===== src/rtl/pwdf_pkg.sv =====
// Shared types, codes and reset constants for the pointer/window drag/focus block.
// No dependencies.
package pwdf_pkg;

    localparam int WINDOW_COUNT_DEF = 2;
    localparam int DAMAGE_DEPTH     = 6;

    localparam logic [1:0] CMD_MOUSE = 2'd0;
    localparam logic [1:0] CMD_KEY   = 2'd1;
    localparam logic [1:0] CMD_LOAD  = 2'd2;

    localparam logic KIND_DAMAGE = 1'b0;
    localparam logic KIND_STATUS = 1'b1;

    localparam logic STATUS_OK        = 1'b0;
    localparam logic STATUS_BAD_MAGIC = 1'b1;

    localparam logic [2:0] CFG_DISPLAY_WIDTH  = 3'd0;
    localparam logic [2:0] CFG_DISPLAY_HEIGHT = 3'd1;
    localparam logic [2:0] CFG_CURSOR_WIDTH   = 3'd2;
    localparam logic [2:0] CFG_CURSOR_HEIGHT  = 3'd3;
    localparam logic [2:0] CFG_EXPECTED_MAGIC = 3'd4;
    localparam logic [2:0] CFG_LEFT_MASK      = 3'd5;

    localparam logic [12:0] DISP_W_RST  = 13'd640;
    localparam logic [12:0] DISP_H_RST  = 13'd480;
    localparam logic [6:0]  CUR_W_RST   = 7'd16;
    localparam logic [6:0]  CUR_H_RST   = 7'd16;
    localparam logic [11:0] CUR_COL_RST = 12'd230;
    localparam logic [11:0] CUR_ROW_RST = 12'd210;

    typedef struct packed {
        logic [11:0] x;
        logic [11:0] y;
        logic [12:0] w;
        logic [12:0] h;
    } rect_t;

    typedef struct packed {
        rect_t      r;
        logic [7:0] key;
    } win_entry_t;

    function automatic win_entry_t init_entry(int unsigned i);
        win_entry_t e;
        e = '0;
        case (i)
            0: e.r = '{x: 12'd100, y: 12'd100, w: 13'd200, h: 13'd160};
            1: e.r = '{x: 12'd220, y: 12'd200, w: 13'd320, h: 13'd240};
            default: e.r = '0;
        endcase
        return e;
    endfunction

endpackage


===== src/rtl/pwdf_win_store.sv =====
// Window table: one write port, one registered read port, reset values via valid bits.
// Depends on pwdf_pkg.
module pwdf_win_store #(
    parameter int WINDOW_COUNT = pwdf_pkg::WINDOW_COUNT_DEF,
    parameter int IDX_W        = (WINDOW_COUNT > 1) ? $clog2(WINDOW_COUNT) : 1
) (
    input  logic                    aclk,
    input  logic                    aresetn,
    input  logic [IDX_W-1:0]        rd_idx,
    output pwdf_pkg::win_entry_t    rd_data,
    input  logic                    wr_en,
    input  logic [IDX_W-1:0]        wr_idx,
    input  pwdf_pkg::win_entry_t    wr_data
);

    pwdf_pkg::win_entry_t mem_reg [WINDOW_COUNT];
    logic [WINDOW_COUNT-1:0] vld_reg;
    pwdf_pkg::win_entry_t rd_reg;

    always_ff @(posedge aclk) begin
        if (!aresetn) begin
            vld_reg <= '0;
        end else if (wr_en) begin
            vld_reg[wr_idx] <= 1'b1;
        end
    end

    always_ff @(posedge aclk) begin
        if (wr_en) begin
            mem_reg[wr_idx] <= wr_data;
        end
        rd_reg <= vld_reg[rd_idx] ? mem_reg[rd_idx] : pwdf_pkg::init_entry(int'(rd_idx));
    end

    assign rd_data = rd_reg;

endmodule


===== src/rtl/pointer_window_drag_focus_top.sv =====
// Pointer/window drag/focus block: one item at a time, damage beats then one status beat.
// Flow: bad magic, unknown command or key with no focus go straight to the status beat;
// key and load read-modify-write the window table; mouse moves the cursor, drags a window
// and, on a left press, scans the window table for a hit.
// Throughput: one item per pass; hit test reads the window table one slot at a time.
// Reset: synchronous aresetn clears control, cursor to 230,210, no focus or drag,
// window table reads its reset contents at once. Depends on pwdf_pkg, pwdf_win_store.
module pointer_window_drag_focus_top #(
    parameter int WINDOW_COUNT = pwdf_pkg::WINDOW_COUNT_DEF
) (
    input  logic        aclk,
    input  logic        aresetn,
    input  logic        s_valid,
    output logic        s_ready,
    input  logic [1:0]  s_command,
    input  logic [31:0] s_packet_magic,
    input  logic signed [15:0] s_move_dx,
    input  logic signed [15:0] s_move_dy,
    input  logic [7:0]  s_button_bits,
    input  logic [7:0]  s_key_byte,
    input  logic        s_load_index,
    input  logic [11:0] s_load_x,
    input  logic [11:0] s_load_y,
    input  logic [12:0] s_load_w,
    input  logic [12:0] s_load_h,
    output logic        m_valid,
    input  logic        m_ready,
    output logic        m_kind,
    output logic [11:0] m_damage_x,
    output logic [11:0] m_damage_y,
    output logic [12:0] m_damage_w,
    output logic [12:0] m_damage_h,
    output logic        m_status,
    output logic [11:0] m_pointer_x,
    output logic [11:0] m_pointer_y,
    output logic signed [1:0] m_focus_index,
    output logic signed [1:0] m_drag_index,
    output logic        m_last,
    input  logic        cfg_valid,
    output logic        cfg_ready,
    input  logic [2:0]  cfg_index,
    input  logic [31:0] cfg_data
);

    localparam int IDX_W = (WINDOW_COUNT > 1) ? $clog2(WINDOW_COUNT) : 1;
    localparam logic [IDX_W:0] WC = (IDX_W+1)'(WINDOW_COUNT);
    localparam logic [IDX_W-1:0] LAST_IDX = IDX_W'(WINDOW_COUNT - 1);

    typedef enum logic [3:0] {
        S_IDLE, S_MOVE, S_DRAG, S_CUR, S_PRESS, S_SCAN_RD, S_SCAN,
        S_HIT, S_FOC, S_NEW, S_RMW_RD, S_RMW_WR, S_EMIT
    } state_t;

    state_t state_reg;

    logic [12:0] disp_w_reg, disp_h_reg;
    logic [6:0]  cur_w_reg, cur_h_reg;
    logic [31:0] magic_reg;
    logic [7:0]  lmask_reg;

    logic [11:0] col_reg, row_reg;
    logic [7:0]  held_reg;
    logic        foc_vld_reg, drag_vld_reg, hit_vld_reg;
    logic [IDX_W-1:0] foc_idx_reg, drag_idx_reg, hit_idx_reg, scan_idx_reg;
    logic [11:0] grab_x_reg, grab_y_reg;
    pwdf_pkg::rect_t hit_rect_reg;

    logic [1:0]  cmd_reg;
    logic signed [15:0] dx_reg, dy_reg;
    logic [7:0]  btn_reg, key_reg;
    logic        lidx_reg;
    pwdf_pkg::rect_t load_rect_reg;
    logic [12:0] dw_reg, dh_reg;
    logic        status_reg;

    pwdf_pkg::rect_t dbuf_reg [pwdf_pkg::DAMAGE_DEPTH];
    logic [2:0]  dcnt_reg, ecnt_reg;

    logic [IDX_W-1:0] rd_idx, wr_idx;
    logic        wr_en;
    pwdf_pkg::win_entry_t rd_data, wr_data;

    pwdf_win_store #(.WINDOW_COUNT(WINDOW_COUNT), .IDX_W(IDX_W)) u_store (
        .aclk, .aresetn, .rd_idx, .rd_data, .wr_en, .wr_idx, .wr_data
    );

    assign s_ready   = (state_reg == S_IDLE);
    assign cfg_ready = 1'b1;

    // cursor motion and clamp
    logic signed [17:0] sum_x, sum_y;
    logic [11:0] dwm1, dhm1, nx, ny;
    logic moved;
    assign dwm1  = 12'(dw_reg - 13'd1);
    assign dhm1  = 12'(dh_reg - 13'd1);
    assign sum_x = $signed({6'b0, col_reg}) + 18'(dx_reg);
    assign sum_y = $signed({6'b0, row_reg}) - 18'(dy_reg);
    assign nx = (sum_x < 0) ? 12'd0 :
                (sum_x > $signed({6'b0, dwm1})) ? dwm1 : sum_x[11:0];
    assign ny = (sum_y < 0) ? 12'd0 :
                (sum_y > $signed({6'b0, dhm1})) ? dhm1 : sum_y[11:0];
    assign moved = ((dx_reg != 16'sd0) || (dy_reg != 16'sd0)) &&
                   ((nx != col_reg) || (ny != row_reg));

    logic prev_left, is_left;
    assign prev_left = |(held_reg & lmask_reg);
    assign is_left   = |(btn_reg & lmask_reg);

    // drag clamp
    logic signed [13:0] mx_raw, my_raw;
    logic [11:0] mx, my, nl, nt;
    logic signed [12:0] tl, tt;
    assign mx_raw = $signed({1'b0, dw_reg}) - $signed({1'b0, rd_data.r.w});
    assign my_raw = $signed({1'b0, dh_reg}) - $signed({1'b0, rd_data.r.h});
    assign mx = (mx_raw < 0) ? 12'd0 : (mx_raw > 14'sd4095) ? 12'd4095 : mx_raw[11:0];
    assign my = (my_raw < 0) ? 12'd0 : (my_raw > 14'sd4095) ? 12'd4095 : my_raw[11:0];
    assign tl = $signed({1'b0, col_reg}) - $signed({1'b0, grab_x_reg});
    assign tt = $signed({1'b0, row_reg}) - $signed({1'b0, grab_y_reg});
    assign nl = (tl < 0) ? 12'd0 : (tl > $signed({1'b0, mx})) ? mx : tl[11:0];
    assign nt = (tt < 0) ? 12'd0 : (tt > $signed({1'b0, my})) ? my : tt[11:0];

    // hit test on the slot just read
    logic hit;
    assign hit = (col_reg >= rd_data.r.x) && (row_reg >= rd_data.r.y) &&
                 ({2'b0, col_reg} < ({2'b0, rd_data.r.x} + {1'b0, rd_data.r.w})) &&
                 ({2'b0, row_reg} < ({2'b0, rd_data.r.y} + {1'b0, rd_data.r.h}));

    logic foc_change;
    assign foc_change = (hit_vld_reg != foc_vld_reg) ||
                        (hit_vld_reg && (hit_idx_reg != foc_idx_reg));

    pwdf_pkg::rect_t cur_rect;
    assign cur_rect = '{x: col_reg, y: row_reg, w: {6'b0, cur_w_reg}, h: {6'b0, cur_h_reg}};

    always_comb begin
        rd_idx  = '0;
        wr_en   = 1'b0;
        wr_idx  = '0;
        wr_data = rd_data;
        case (state_reg)
            S_MOVE:    rd_idx = drag_idx_reg;
            S_SCAN_RD: rd_idx = scan_idx_reg;
            S_HIT:     rd_idx = foc_idx_reg;
            S_RMW_RD:  rd_idx = (cmd_reg == pwdf_pkg::CMD_LOAD) ? IDX_W'(lidx_reg) : foc_idx_reg;
            S_DRAG: begin
                wr_en        = 1'b1;
                wr_idx       = drag_idx_reg;
                wr_data.r.x  = nl;
                wr_data.r.y  = nt;
            end
            S_RMW_WR: begin
                wr_en = 1'b1;
                if (cmd_reg == pwdf_pkg::CMD_LOAD) begin
                    wr_idx    = IDX_W'(lidx_reg);
                    wr_data.r = load_rect_reg;
                end else begin
                    wr_idx      = foc_idx_reg;
                    wr_data.key = key_reg;
                end
            end
            default: ;
        endcase
    end

    logic [IDX_W+1:0] foc_ext, drag_ext;
    assign foc_ext  = {2'b00, foc_idx_reg};
    assign drag_ext = {2'b00, drag_idx_reg};

    always_ff @(posedge aclk) begin
        if (!aresetn) begin
            state_reg    <= S_IDLE;
            disp_w_reg   <= pwdf_pkg::DISP_W_RST;
            disp_h_reg   <= pwdf_pkg::DISP_H_RST;
            cur_w_reg    <= pwdf_pkg::CUR_W_RST;
            cur_h_reg    <= pwdf_pkg::CUR_H_RST;
            magic_reg    <= '0;
            lmask_reg    <= 8'd1;
            col_reg      <= pwdf_pkg::CUR_COL_RST;
            row_reg      <= pwdf_pkg::CUR_ROW_RST;
            held_reg     <= '0;
            foc_vld_reg  <= 1'b0;
            drag_vld_reg <= 1'b0;
            foc_idx_reg  <= '0;
            drag_idx_reg <= '0;
            grab_x_reg   <= '0;
            grab_y_reg   <= '0;
            m_valid      <= 1'b0;
            dcnt_reg     <= '0;
            ecnt_reg     <= '0;
        end else begin
            if (cfg_valid) begin
                case (cfg_index)
                    pwdf_pkg::CFG_DISPLAY_WIDTH:  disp_w_reg <= cfg_data[12:0];
                    pwdf_pkg::CFG_DISPLAY_HEIGHT: disp_h_reg <= cfg_data[12:0];
                    pwdf_pkg::CFG_CURSOR_WIDTH:   cur_w_reg  <= cfg_data[6:0];
                    pwdf_pkg::CFG_CURSOR_HEIGHT:  cur_h_reg  <= cfg_data[6:0];
                    pwdf_pkg::CFG_EXPECTED_MAGIC: magic_reg  <= cfg_data;
                    pwdf_pkg::CFG_LEFT_MASK:      lmask_reg  <= cfg_data[7:0];
                    default: ;
                endcase
            end
            if (m_valid && m_ready && (state_reg != S_EMIT)) begin
                m_valid <= 1'b0;
            end
            case (state_reg)
                S_IDLE: begin
                    if (s_valid) begin
                        cmd_reg       <= s_command;
                        dx_reg        <= s_move_dx;
                        dy_reg        <= s_move_dy;
                        btn_reg       <= s_button_bits;
                        key_reg       <= s_key_byte;
                        lidx_reg      <= s_load_index;
                        load_rect_reg <= '{x: s_load_x, y: s_load_y, w: s_load_w, h: s_load_h};
                        dw_reg <= (disp_w_reg == 13'd0) ? 13'd1 :
                                  (disp_w_reg > 13'd4096) ? 13'd4096 : disp_w_reg;
                        dh_reg <= (disp_h_reg == 13'd0) ? 13'd1 :
                                  (disp_h_reg > 13'd4096) ? 13'd4096 : disp_h_reg;
                        dcnt_reg   <= '0;
                        ecnt_reg   <= '0;
                        status_reg <= pwdf_pkg::STATUS_OK;
                        case (s_command)
                            pwdf_pkg::CMD_MOUSE: begin
                                if (s_packet_magic != magic_reg) begin
                                    status_reg <= pwdf_pkg::STATUS_BAD_MAGIC;
                                    state_reg  <= S_EMIT;
                                end else begin
                                    state_reg <= S_MOVE;
                                end
                            end
                            pwdf_pkg::CMD_KEY:
                                state_reg <= foc_vld_reg ? S_RMW_RD : S_EMIT;
                            pwdf_pkg::CMD_LOAD:
                                state_reg <= ({{IDX_W{1'b0}}, s_load_index} < WC) ?
                                             S_RMW_RD : S_EMIT;
                            default: state_reg <= S_EMIT;
                        endcase
                    end
                end
                S_MOVE: begin
                    if (moved) begin
                        dbuf_reg[dcnt_reg] <= cur_rect;
                        dcnt_reg <= dcnt_reg + 3'd1;
                        col_reg  <= nx;
                        row_reg  <= ny;
                        state_reg <= (drag_vld_reg && (prev_left || is_left)) ? S_DRAG : S_CUR;
                    end else begin
                        state_reg <= S_PRESS;
                    end
                end
                S_DRAG: begin
                    if ((nl != rd_data.r.x) || (nt != rd_data.r.y)) begin
                        dbuf_reg[dcnt_reg] <= rd_data.r;
                        dbuf_reg[dcnt_reg + 3'd1] <= '{x: nl, y: nt, w: rd_data.r.w,
                                                       h: rd_data.r.h};
                        dcnt_reg <= dcnt_reg + 3'd2;
                    end
                    state_reg <= S_CUR;
                end
                S_CUR: begin
                    dbuf_reg[dcnt_reg] <= cur_rect;
                    dcnt_reg  <= dcnt_reg + 3'd1;
                    state_reg <= S_PRESS;
                end
                S_PRESS: begin
                    held_reg <= btn_reg;
                    if (!prev_left && is_left) begin
                        scan_idx_reg <= LAST_IDX;
                        state_reg    <= S_SCAN_RD;
                    end else begin
                        if (prev_left && !is_left) begin
                            drag_vld_reg <= 1'b0;
                        end
                        state_reg <= S_EMIT;
                    end
                end
                S_SCAN_RD: state_reg <= S_SCAN;
                S_SCAN: begin
                    hit_idx_reg  <= scan_idx_reg;
                    hit_rect_reg <= rd_data.r;
                    if (hit) begin
                        hit_vld_reg <= 1'b1;
                        state_reg   <= S_HIT;
                    end else if (scan_idx_reg == '0) begin
                        hit_vld_reg <= 1'b0;
                        state_reg   <= S_HIT;
                    end else begin
                        scan_idx_reg <= scan_idx_reg - 1'b1;
                        state_reg    <= S_SCAN_RD;
                    end
                end
                S_HIT: begin
                    if (foc_change) begin
                        state_reg <= foc_vld_reg ? S_FOC : S_NEW;
                    end else begin
                        drag_vld_reg <= hit_vld_reg;
                        drag_idx_reg <= hit_idx_reg;
                        grab_x_reg   <= col_reg - hit_rect_reg.x;
                        grab_y_reg   <= row_reg - hit_rect_reg.y;
                        state_reg    <= S_EMIT;
                    end
                end
                S_FOC: begin
                    dbuf_reg[dcnt_reg] <= rd_data.r;
                    dcnt_reg  <= dcnt_reg + 3'd1;
                    state_reg <= S_NEW;
                end
                S_NEW: begin
                    if (hit_vld_reg) begin
                        dbuf_reg[dcnt_reg] <= hit_rect_reg;
                        dcnt_reg <= dcnt_reg + 3'd1;
                    end
                    foc_vld_reg  <= hit_vld_reg;
                    foc_idx_reg  <= hit_idx_reg;
                    drag_vld_reg <= hit_vld_reg;
                    drag_idx_reg <= hit_idx_reg;
                    grab_x_reg   <= col_reg - hit_rect_reg.x;
                    grab_y_reg   <= row_reg - hit_rect_reg.y;
                    state_reg    <= S_EMIT;
                end
                S_RMW_RD: state_reg <= S_RMW_WR;
                S_RMW_WR: state_reg <= S_EMIT;
                S_EMIT: begin
                    if (!m_valid || m_ready) begin
                        m_valid       <= 1'b1;
                        m_pointer_x   <= col_reg;
                        m_pointer_y   <= row_reg;
                        m_focus_index <= foc_vld_reg ? foc_ext[1:0] : 2'sb11;
                        m_drag_index  <= drag_vld_reg ? drag_ext[1:0] : 2'sb11;
                        if (ecnt_reg < dcnt_reg) begin
                            m_kind     <= pwdf_pkg::KIND_DAMAGE;
                            m_damage_x <= dbuf_reg[ecnt_reg].x;
                            m_damage_y <= dbuf_reg[ecnt_reg].y;
                            m_damage_w <= dbuf_reg[ecnt_reg].w;
                            m_damage_h <= dbuf_reg[ecnt_reg].h;
                            m_status   <= pwdf_pkg::STATUS_OK;
                            m_last     <= 1'b0;
                            ecnt_reg   <= ecnt_reg + 3'd1;
                        end else begin
                            m_kind     <= pwdf_pkg::KIND_STATUS;
                            m_damage_x <= '0;
                            m_damage_y <= '0;
                            m_damage_w <= '0;
                            m_damage_h <= '0;
                            m_status   <= status_reg;
                            m_last     <= 1'b1;
                            state_reg  <= S_IDLE;
                        end
                    end
                end
                default: state_reg <= S_IDLE;
            endcase
        end
    end

    a_accept_busy: assert property (@(posedge aclk) disable iff (!aresetn)
        (s_valid && s_ready) |=> !s_ready)
        else $error("input taken while busy");

    a_emit_bound: assert property (@(posedge aclk) disable iff (!aresetn)
        (state_reg == S_EMIT) |-> (ecnt_reg <= dcnt_reg) && (dcnt_reg <= 3'd6))
        else $error("damage count overrun");

    a_idle_status: assert property (@(posedge aclk) disable iff (!aresetn)
        ((state_reg == S_IDLE) && ($past(state_reg) == S_EMIT)) |-> (m_valid && m_last))
        else $error("item closed without status beat");

    a_bad_magic_clean: assert property (@(posedge aclk) disable iff (!aresetn)
        (m_valid && (m_status == pwdf_pkg::STATUS_BAD_MAGIC)) |->
        (m_last && (m_kind == pwdf_pkg::KIND_STATUS)))
        else $error("bad magic beat with damage");

endmodule

===== config.mk =====
export PLATFORM = sky130hd
export DESIGN_NAME = pointer_window_drag_focus_top
export DESIGN_NICKNAME = d
export VERILOG_FILES = /design/src/rtl/pwdf_pkg.sv /design/src/rtl/pwdf_win_store.sv /design/src/rtl/pointer_window_drag_focus_top.sv
export SDC_FILE = /design/constraint.sdc
export NUM_CORES = 2
export LEC_CHECK = 0
export ABC_CLOCK_PERIOD_IN_PS = 9400
export BUFFER_PORTS_ARGS = -buffer_cell sky130_fd_sc_hd__clkbuf_2
export CAP_MARGIN = 20
export CORE_MARGIN = 5
export CORE_UTILIZATION = 45
export CTS_BUF_LIST = sky130_fd_sc_hd__clkbuf_8 sky130_fd_sc_hd__clkbuf_16
export DETAILED_ROUTE_END_ITERATION = 6
export HOLD_SLACK_MARGIN = 0.15
export SYNTH_ARGS = -nofsm -noshare
export SYNTH_HDL_FRONTEND = slang
export SYNTH_HIERARCHICAL = 1
export SYNTH_SLANG_ARGS = --single-unit

===== constraint.sdc =====
create_clock -name aclk -period 9.4 [get_ports aclk]
set_input_delay 0.94 -clock aclk [delete_from_list [all_inputs] [get_ports aclk]]
set_output_delay 0.94 -clock aclk [all_outputs]
set_load 0.005 [all_outputs]

==> impl_metrics.prom <==
# TYPE chip_impl_metric gauge
chip_impl_metric{name="routabilityCongestion",unit=""} 0.9779
chip_impl_metric{name="clkSlewWorstSetupHoldPaths",unit="ps"} 60
chip_impl_info{name="cp_max_delay_cell",value="sky130_fd_sc_hd__a32oi_1"} 1
chip_impl_metric{name="hold_buf_cts",unit=""} 0
chip_impl_metric{name="cts_repair_resize_count",unit=""} 0
chip_impl_info{name="clockRootBuffer",value="sky130_fd_sc_hd__clkbuf_16"} 1
chip_impl_metric{name="drt_iter0_markers",unit=""} 3199
chip_impl_info{name="tritoncts",value="done"} 1
chip_impl_info{name="hold_path.class",value="input pin to register"} 1
chip_impl_metric{name="drtAntennaViolNets",unit=""} 0
chip_impl_metric{name="worst_r2r_path_cells",unit=""} 24
chip_impl_metric{name="post_route_cells_drive_above_1_share",unit=""} 0.1447
chip_impl_metric{name="total_standard_cell_area_after_synthesis",unit="um2"} 45550
chip_impl_metric{name="largest_register_ff_count",unit=""} 300
chip_impl_metric{name="syn_nets",unit=""} 4447
chip_impl_metric{name="grt_use_total",unit=""} 0.2611
chip_impl_info{name="timing.critical_path.cells",value="inv_1 -> fa_1 -> a211oi_1 -> nor2_1 -> o21ai_1 -> mux2_2 -> a221o_1 -> ha_1 -> nand4_1 -> nor2_1 -> o31ai_1 -> a211oi_1 -> buf_4 -> nor2_1 -> a32oi_1 -> xnor2_1 -> o2111ai_1 -> or4b_4 -> o31ai_4 -> a31oi_1 -> a41oi_1 -> buf_4 -> o21bai_4 -> buf_12"} 1
chip_impl_metric{name="number_of_warning_messages_in_the_yosys_log",unit=""} 6
chip_impl_metric{name="grt_max_degree",unit=""} 122
chip_impl_metric{name="crit_buf_inv",unit=""} 4
chip_impl_metric{name="dp_hpwl",unit="mm"} 103.5
chip_impl_metric{name="count_of_final_setup_violators",unit=""} 0
chip_impl_metric{name="routed_via_density",unit=""} 6.053
chip_impl_metric{name="num-nets-final",unit=""} 4671
chip_impl_metric{name="die_width",unit="um"} 328.1
chip_impl_info{name="worstSetupStartpoint",value="u_store/rd_data[9]"} 1
chip_impl_metric{name="hold_violations",unit=""} 0
chip_impl_metric{name="cp_max_fo",unit=""} 25
chip_impl_info{name="critPathKind",value="register to register"} 1
chip_impl_info{name="critical_path.reg2reg.startpoint",value="u_store/rd_data[9]"} 1
chip_impl_metric{name="finalCriticalPeriod",unit="ps"} 8278
chip_impl_info{name="critical_path.top_delay_family",value="compound AO/OA/AOI/OAI gates"} 1
chip_impl_metric{name="smallest_hold_slack",unit="ps"} 426.3
chip_impl_metric{name="r2r_slack",unit="ps"} 1120
chip_impl_info{name="outcome",value="complete, no violations"} 1
chip_impl_metric{name="antenna_found_initial",unit=""} 4
chip_impl_info{name="worstSetupStartpointType",value="register"} 1
chip_impl_metric{name="die_area",unit="um2"} 107700
chip_impl_metric{name="power_density",unit="nW/um2"} 271.3
chip_impl_metric{name="max_slew.worst_pin.slew",unit="ps"} 1167
chip_impl_metric{name="syn_inst",unit=""} 4037
chip_impl_metric{name="leakage_power_figure",unit="nW"} 18.70
chip_impl_metric{name="vias_in_the_first_global_route",unit=""} 33330
chip_impl_metric{name="post_cts.repair.setup_buffers",unit=""} 0
chip_impl_metric{name="fp.dieH",unit="um"} 328.1
chip_impl_metric{name="fin_worst_skew",unit="ps"} 32.63
chip_impl_metric{name="slew_violations",unit=""} 0
chip_impl_metric{name="detail_route.first_pass.iterations",unit=""} 6
chip_impl_info{name="endpoint",value="dbuf_reg[0][5]"} 1
chip_impl_metric{name="io_pins",unit=""} 257
chip_impl_metric{name="detailroute.via_count",unit=""} 34510
chip_impl_metric{name="clock_insertion_delay_worst_skew",unit="ps"} 690
chip_impl_metric{name="syn_avg_cell_area",unit="um2"} 11.28
chip_impl_info{name="worstSetupEndpointType",value="register"} 1
chip_impl_metric{name="core_area",unit="um2"} 100300
chip_impl_metric{name="layout_worst_path_cycle_share",unit=""} 0.8807
chip_impl_metric{name="drcViolationCount",unit=""} 0
chip_impl_info{name="setup_repair_after_global_routing_missed_its_margin",value="false"} 1
chip_impl_metric{name="critical_path_arrival",unit="ps"} 8690
chip_impl_metric{name="setup-tns-final",unit="ps"} 0
chip_impl_metric{name="globalRoute.totalOverflow",unit=""} 0
chip_impl_info{name="critPathMostFrequentCell",value="sky130_fd_sc_hd__nor2_1"} 1
chip_impl_metric{name="critical_path_cell_count",unit=""} 24
chip_impl_metric{name="wl_per_cell",unit="um"} 25.20
chip_impl_info{name="regToRegEndpoint",value="dbuf_reg[0][5]"} 1
chip_impl_metric{name="postRouteWirelength",unit="mm"} 143.7
chip_impl_metric{name="drv_cap",unit=""} 0
chip_impl_metric{name="critical_path_required",unit="ps"} 9810
chip_impl_metric{name="cts_max_level",unit=""} 3
chip_impl_metric{name="wire_length_of_the_first_global_routing_pass",unit="mm"} 213.7
chip_impl_metric{name="initial_utilization",unit=""} 0.4541
chip_impl_metric{name="timing.critical_path.slowest_cell_delay",unit="ps"} 760
chip_impl_metric{name="port_buffers",unit=""} 247
chip_impl_metric{name="cts.sinks",unit=""} 856
chip_impl_metric{name="row_count",unit=""} 116
chip_impl_metric{name="tritoncts.num_buffers",unit=""} 95
chip_impl_metric{name="timing.fmax",unit="MHz"} 120.8
chip_impl_metric{name="maxSlewHeadroom",unit=""} 0.2222
chip_impl_metric{name="ir_drop",unit="uV"} 157.6
chip_impl_metric{name="max-clock-path-buffers",unit=""} 3
chip_impl_metric{name="areaGrowthSynthToFinish",unit="%"} 13.46
==> cell usage in the layout (no fill, tap or decap), types with 32 or more instances in the layout <==
cell type,instances
sky130_fd_sc_hd__a22oi_1,39
sky130_fd_sc_hd__a21o_1,45
sky130_fd_sc_hd__nand4_1,32
sky130_fd_sc_hd__o211ai_1,34
sky130_fd_sc_hd__nor3_1,45
sky130_fd_sc_hd__ha_1,227
sky130_fd_sc_hd__a21oi_1,240
sky130_fd_sc_hd__nand3_1,62
sky130_fd_sc_hd__nor2_1,277
sky130_fd_sc_hd__xor2_1,51
sky130_fd_sc_hd__mux2i_1,70
sky130_fd_sc_hd__a211oi_1,81
sky130_fd_sc_hd__inv_1,222
sky130_fd_sc_hd__o21ai_0,165
sky130_fd_sc_hd__a221o_1,88
sky130_fd_sc_hd__clkbuf_16,98
sky130_fd_sc_hd__clkbuf_2,247
sky130_fd_sc_hd__buf_4,89
sky130_fd_sc_hd__nand2_1,383
sky130_fd_sc_hd__nand2b_1,39
sky130_fd_sc_hd__edfxtp_1,653
sky130_fd_sc_hd__mux4_2,50
sky130_fd_sc_hd__dfxtp_1,200
sky130_fd_sc_hd__a221oi_1,147
sky130_fd_sc_hd__a22o_1,105
sky130_fd_sc_hd__xnor2_1,88
sky130_fd_sc_hd__nor2b_1,50
==> cell type report <==
type,count,area [um2]
well taps,1357,1698
multi-input cells,2764,20300
clock buffers,104,2535
inverters,200,753.2
fillers,8894,48620
clock inverters,73,629.4
flip-flops and latches,856,23680
repair buffers,344,2072
diodes,3,7.507
==> through the flow <==
stage	cells	util	instance area [um2]	total power [mW]	setup WS, ps
6_report	5701	0.5153	51680	14.02	1122
3_3_place_gp	5520	0.4834	48480	10.18	1302
4_1_cts	5697	0.5149	51640	14.00	1208
3_5_place_dp	5520	0.4834	48480	10.24	1263
5_1_grt	5698	0.5152	51670	14.72	802.9
2_1_floorplan	4037	-	45550	8.456	1195
==> metal layers <==
layer	part of all wire	global-route usage
met2	0.46	0.4197
met1	0.43	0.3645
met5	0	0
met3	0.073	0.03929
met4	0.033	0.08844
==> power breakdown <==
group / total [mW] / leakage, nW / internal [mW] / switching (mW)
clock: 3.74 / 1.63 / 2.19 / 1.55
sequential: 5.04 / 7.59 / 4.66 / 0.383
combinational: 5.24 / 9.48 / 1.80 / 3.44
==> worst register-to-register path, cell delays in order, from the launching register on <==
cell and delay (ps):
sky130_fd_sc_hd__dfxtp_1 640, sky130_fd_sc_hd__inv_1 280, sky130_fd_sc_hd__fa_1 500, sky130_fd_sc_hd__a211oi_1 380, sky130_fd_sc_hd__nor2_1 150, sky130_fd_sc_hd__o21ai_1 470
sky130_fd_sc_hd__mux2_2 410, sky130_fd_sc_hd__a221o_1 410, sky130_fd_sc_hd__ha_1 350, sky130_fd_sc_hd__nand4_1 140, sky130_fd_sc_hd__nor2_1 130, sky130_fd_sc_hd__o31ai_1 90
sky130_fd_sc_hd__a211oi_1 240, sky130_fd_sc_hd__buf_4 210, sky130_fd_sc_hd__nor2_1 60, sky130_fd_sc_hd__a32oi_1 760, sky130_fd_sc_hd__xnor2_1 200, sky130_fd_sc_hd__o2111ai_1 150
sky130_fd_sc_hd__or4b_4 630, sky130_fd_sc_hd__o31ai_4 450, sky130_fd_sc_hd__a31oi_1 160, sky130_fd_sc_hd__a41oi_1 200, sky130_fd_sc_hd__buf_4 270, sky130_fd_sc_hd__o21bai_4 370
sky130_fd_sc_hd__buf_12 340
==> worst min path at each step <==
stage / start / to / slack (ps) / depth (start not counted)
floorplan: u_store/rd_data[20] / hit_rect_reg[12] / 410 / 0
global placement: u_store/mem_reg[1][51] / u_store/rd_data[51] / 430 / 1
detailed placement: u_store/mem_reg[1][39] / u_store/rd_data[39] / 440 / 1
CTS: s_move_dy[6] / dy_reg[6] / 380 / 1
global route: s_move_dx[6] / dx_reg[6] / 400 / 1
finish: s_move_dy[6] / dy_reg[6] / 430 / 1
(Power assumes the default switching activity.)
